File: config.mk
export PLATFORM = sky130hd
export DESIGN_NAME = stems_ctrl
export DESIGN_NICKNAME = d
export VERILOG_FILES = /design/src/sv/stems_pkg.sv /design/src/sv/stems_ctrl.sv
export SDC_FILE = /design/constraint.sdc
export NUM_CORES = 1
export LEC_CHECK = 0
export BUFFER_PORTS_ARGS = -buffer_cell sky130_fd_sc_hd__buf_2
export CAP_MARGIN = 20
export CORE_AREA = 2 2 39 41
export CTS_BUF_LIST = sky130_fd_sc_hd__clkbuf_4 sky130_fd_sc_hd__clkbuf_8
export CTS_CLUSTER_DIAMETER = 120
export DETAILED_ROUTE_END_ITERATION = 8
export DIE_AREA = 0 0 41 43
export GPL_TIMING_DRIVEN = 0
export PLACE_DENSITY_LB_ADDON = 0.12
export SYNTH_ARGS = -nofsm -noshare
export SYNTH_HDL_FRONTEND = slang
export SYNTH_SLANG_ARGS = --single-unit
export TNS_END_PERCENT = 100
File: constraint.sdc
create_clock -name clk -period 2.91 [get_ports clk]
set_clock_uncertainty 0.1 [all_clocks]
set_input_delay 0.4365 -clock clk [delete_from_list [all_inputs] [get_ports clk]]
set_output_delay 0.4365 -clock clk [all_outputs]
set_load 0.01 [all_outputs]
File: src/sv/stems_pkg.sv
// Shared constants and control types for the sorted-table exact-match search.
// Used by the datapath, the controller, the top level and the port checker.
`default_nettype none

package stems_pkg;

	// Table geometry
	localparam int TABLE_DEPTH = 1024;
	localparam int ADDR_W      = $clog2(TABLE_DEPTH);

	// Field widths fixed by the interface
	localparam int INDEX_W = 10;
	localparam int CNT_W   = 11;
	localparam int KEY_W   = 64;
	localparam int VAL_W   = 64;

	// Table depth as a count-register value, for clamping and range checks
	localparam logic [CNT_W-1:0] DEPTH_CNT = CNT_W'(TABLE_DEPTH);

	// Controller to datapath commands
	typedef struct packed {
		logic load;    // write one entry from the accepted request
		logic start;   // capture a lookup request and reset the bounds
		logic step;    // narrow the bounds and issue the next table read
		logic finish;  // test the final entry and load the result register
	} stems_cmd_t;

	// Datapath to controller status
	typedef struct packed {
		logic last;      // bounds have met, the read just issued is the final one
		logic out_free;  // result register can take a new result this cycle
	} stems_sts_t;

endpackage

`default_nettype wire

File: src/sv/stems_ctrl.sv
// Controller: sequences table loads and the lookup search over the datapath.
// Depends on stems_pkg for the command and status types.
`default_nettype none

module stems_ctrl (
	input  wire logic                  clk,
	input  wire logic                  arst_n,
	input  wire logic                  in_valid,
	input  wire logic                  mode,
	input  wire stems_pkg::stems_sts_t sts,
	output logic                       in_stall,
	output stems_pkg::stems_cmd_t      cmd
);
	import stems_pkg::*;

	localparam logic [1:0] ST_IDLE   = 2'd0;
	localparam logic [1:0] ST_SEARCH = 2'd1;
	localparam logic [1:0] ST_FINAL  = 2'd2;

	logic [1:0] state_q;
	logic [1:0] state_n;
	logic       accept;

	// Take requests only between lookups
	assign in_stall = (state_q != ST_IDLE);
	assign accept   = in_valid && (state_q == ST_IDLE);

	// Drive datapath commands
	assign cmd.load   = accept && !mode;
	assign cmd.start  = accept && mode;
	assign cmd.step   = (state_q == ST_SEARCH);
	assign cmd.finish = (state_q == ST_FINAL) && sts.out_free;

	// Next state
	always_comb begin
		state_n = state_q;
		unique case (state_q)
			ST_IDLE: begin
				if (accept && mode) begin
					state_n = ST_SEARCH;
				end
			end
			ST_SEARCH: begin
				if (sts.last) begin
					state_n = ST_FINAL;
				end
			end
			ST_FINAL: begin
				if (sts.out_free) begin
					state_n = ST_IDLE;
				end
			end
			default: begin
				state_n = ST_IDLE;
			end
		endcase
	end

	always_ff @(posedge clk or negedge arst_n) begin
		if (!arst_n) begin
			state_q <= ST_IDLE;
		end else begin
			state_q <= state_n;
		end
	end

endmodule

`default_nettype wire

==> results.sh <==
export IMPL_grt_overflow=0
export IMPL_post_cts_resized=0
export IMPL_finalPower_uw=147
export IMPL_hold_depth=2
export IMPL_track_usage_pct=4.62
export IMPL_n_fill_cell=158
export IMPL_die_area_um2=1760
export IMPL_htree_levels=1
export IMPL_start_util_pct=8.77
export IMPL_synthCells=12
export IMPL_finalCritPeriodShare_pct=59.1
export IMPL_reg_top3="state_q (2)"
export IMPL_slew_violations=0
export IMPL_antenna_found_initial=0
export IMPL_p_seq_share_pct=26.2
export IMPL_num_antenna_cells=0
export IMPL_fmax_mhz=581
export IMPL_routed_wirelength_um=338
export IMPL_fin_tns_setup_ns=0
export IMPL_final_hold_violation_count=0
export IMPL_dp_slack_ns=1.42
export IMPL_min_path_type="in2reg"
export IMPL_rsz0062_at_grt="false"
export IMPL_peakVddDrop_mv=0.207
export IMPL_timing_critical_path_from="state_q[1]"
export IMPL_setup_violations=0
export IMPL_p_per_area_nw_per_um2=656
export IMPL_slew_headroom_pct=90.0
export IMPL_vias=130
export IMPL_ys_seq_area_share_pct=41.2
export IMPL_cp_max_fo=4
export IMPL_port_buffers=10
export IMPL_combPwrFrac_pct=32.4
export IMPL_cts_setup_buffers=0
export IMPL_pwr_share_clk_pct=41.3
export IMPL_numCtsBuffers=3
export IMPL_ant_nets=0
export IMPL_ys_seq_elements=2
export IMPL_postCtsHoldBufs=1
export IMPL_critPathSlowestCell="dfrtp_1"
export IMPL_cp_slowest_stage_delay_ns=0.40
export IMPL_worst_setup_path_end_kind="primary output"
export IMPL_ctsLongestPathBuffers=2
export IMPL_wire_per_inst_um=8.05
export IMPL_die_y_um=43
export IMPL_dpl_cell_count=38
export IMPL_required_ns=2.37
export IMPL_clk_latency_ns=0.22
export IMPL_placedInstanceArea_um2=191
export IMPL_largest_register_ffs=2
export IMPL_power_internal_uw=104
export IMPL_timing_max_cap_violations=0
export IMPL_synth_fp_nets=18
export IMPL_gp_congestion=0.561
export IMPL_hp_start="sts[1]"
export IMPL_largest_register="state_q"
export IMPL_tightest_slew_ns=0.150
export IMPL_yosysWarnings=0
export IMPL_grt_pass1_vias=125
export IMPL_status="complete, no violations"
export IMPL_via_per_inst=3.10
export IMPL_dieWidth_um=41
export IMPL_cts_root_buf="clkbuf_4"
export IMPL_startpoint_type="flip-flop"
export IMPL_switching_power_uw=43.1
export IMPL_r2r_start="state_q[1]"
export IMPL_fin_ws_ns=1.19
export IMPL_layout_drive_gt1_share_pct=61.5
export IMPL_grt_pass1_wl_um=441
export IMPL_numClockSinks=2
export IMPL_instances_no_fill=42
export IMPL_path_class="reg2out"
export IMPL_reg2regPathDepth=2
export IMPL_areaGrowthSynthToFinish_pct=84.5
export IMPL_cp_cell_sequence="or2_4 > nor3b_2 > buf_2"
export IMPL_syn_avg_cell_area_um2=10.1
export IMPL_io_pins=11
export IMPL_rrSetupSlack_ns=1.88
export IMPL_cts_tree="yes"
export IMPL_fin_area_um2=224
export IMPL_drtIter0Drc=0
export IMPL_core_area_um2=1380
export IMPL_path_clk_slew_ns=0.03
export IMPL_nets=34
export IMPL_ys_types=10
export IMPL_fin_crit_ns=1.72
export IMPL_drc=0
export IMPL_syn_area_um2=121
export IMPL_num_rows=14
export IMPL_netSwitchingFraction_pct=29.4
export IMPL_first_pass_iters=1
export IMPL_grt_max_degree=5
export IMPL_leakage_nw=0.124
export IMPL_worstPathArrival_ns=1.18
## final timing paths
| path | endpoint |
|---|---|
| hold reg to reg | state_q[1] |
| min in group asynchronous | state_q[1] |
| setup / recovery | cmd[3] |
| hold / removal | state_q[1] |
| setup reg to reg | state_q[0] |
| max in group asynchronous | state_q[0] |
## layer usage
metal	share of wire (%)	vias up	GRT usage (%)
met3	12	0	3.14
met2	38	9	4.38
li1	-	69	-
met5	0	-	0
met4	0	0	8.00
met1	49	52	4.50
## power groups by stage
| stage | registers [mW] | logic (mW) | clock network (mW) |
|---|---|---|---|
| floorplan | 0.0377 | 0.0293 | 0 |
| global placement | 0.0389 | 0.0469 | 0 |
| detailed placement | 0.0388 | 0.0469 | 0 |
| CTS | 0.0386 | 0.0480 | 0.0669 |
| global route | 0.0392 | 0.0522 | 0.0684 |
| finish | 0.0385 | 0.0476 | 0.0607 |
## cells by family (layout without fill, tap and decap cells)
| group | Yosys count | after routing | share of synthesized area [%] |
|---|---|---|---|
| simple gates | 7 | 7 | 41.2 |
| compound gates | 2 | 2 | 14.4 |
| flops | 2 | 2 | 41.2 |
| buf+inv | 1 | 15 | 3.09 |
## worst max-delay path, delay by kind of cell (launching register included)
family        cells  cell delay [ns]
simple gates      2             0.42
flops             1             0.40
buf+inv           1             0.14
## cells in the final DEF, fill, tap and decap left out
| cell type | n |
|---|---|
| buf_2 | 10 |
| clkbuf_4 | 3 |
| nor2_1 | 2 |
| dfrtp_1 | 2 |
| or2_4 | 1 |
| nor3b_2 | 1 |
| and3b_1 | 1 |
| nand2_1 | 1 |
| nor2b_2 | 1 |
| a22o_1 | 1 |
| inv_1 | 1 |
| o2bb2ai_1 | 1 |
| dlygate4sd3_1 | 1 |
## cells in the mapped netlist
| master | number | area share (%) |
|---|---|---|
| and3b_1 | 1 | 7.2 |
| o2bb2ai_1 | 1 | 7.2 |
| inv_1 | 1 | 3.1 |
| nor2b_2 | 1 | 7.2 |
| dfrtp_1 | 2 | 41 |
| a22o_1 | 1 | 7.2 |
| nand2_1 | 1 | 3.1 |
| or2_4 | 1 | 7.2 |
| nor2_1 | 2 | 6.2 |
| nor3b_2 | 1 | 10 |
## area by class of cell
cell class | instances | area [um^2] | share of cell area, %
multi-input cells | 9 | 67.6 | 30.2
repair buffers | 11 | 60.1 | 26.8
flip-flops and latches | 2 | 50.0 | 22.3
clock buffers | 3 | 22.5 | 10.1
well taps | 16 | 20.0 | 8.94
inverters | 1 | 3.75 | 1.68
## stage by stage
| step | hold slack (ns) | util (%) |
|---|---|---|
| after floorplan | 0.0409 | - |
| after global placement | 0.122 | 13.8 |
| after detailed placement | 0.124 | 13.8 |
| after CTS | 0.366 | 16.2 |
| after global routing | 0.387 | 16.2 |
| final | 0.382 | 16.2 |
No activity file was read; power rests on OpenSTA's default activity.
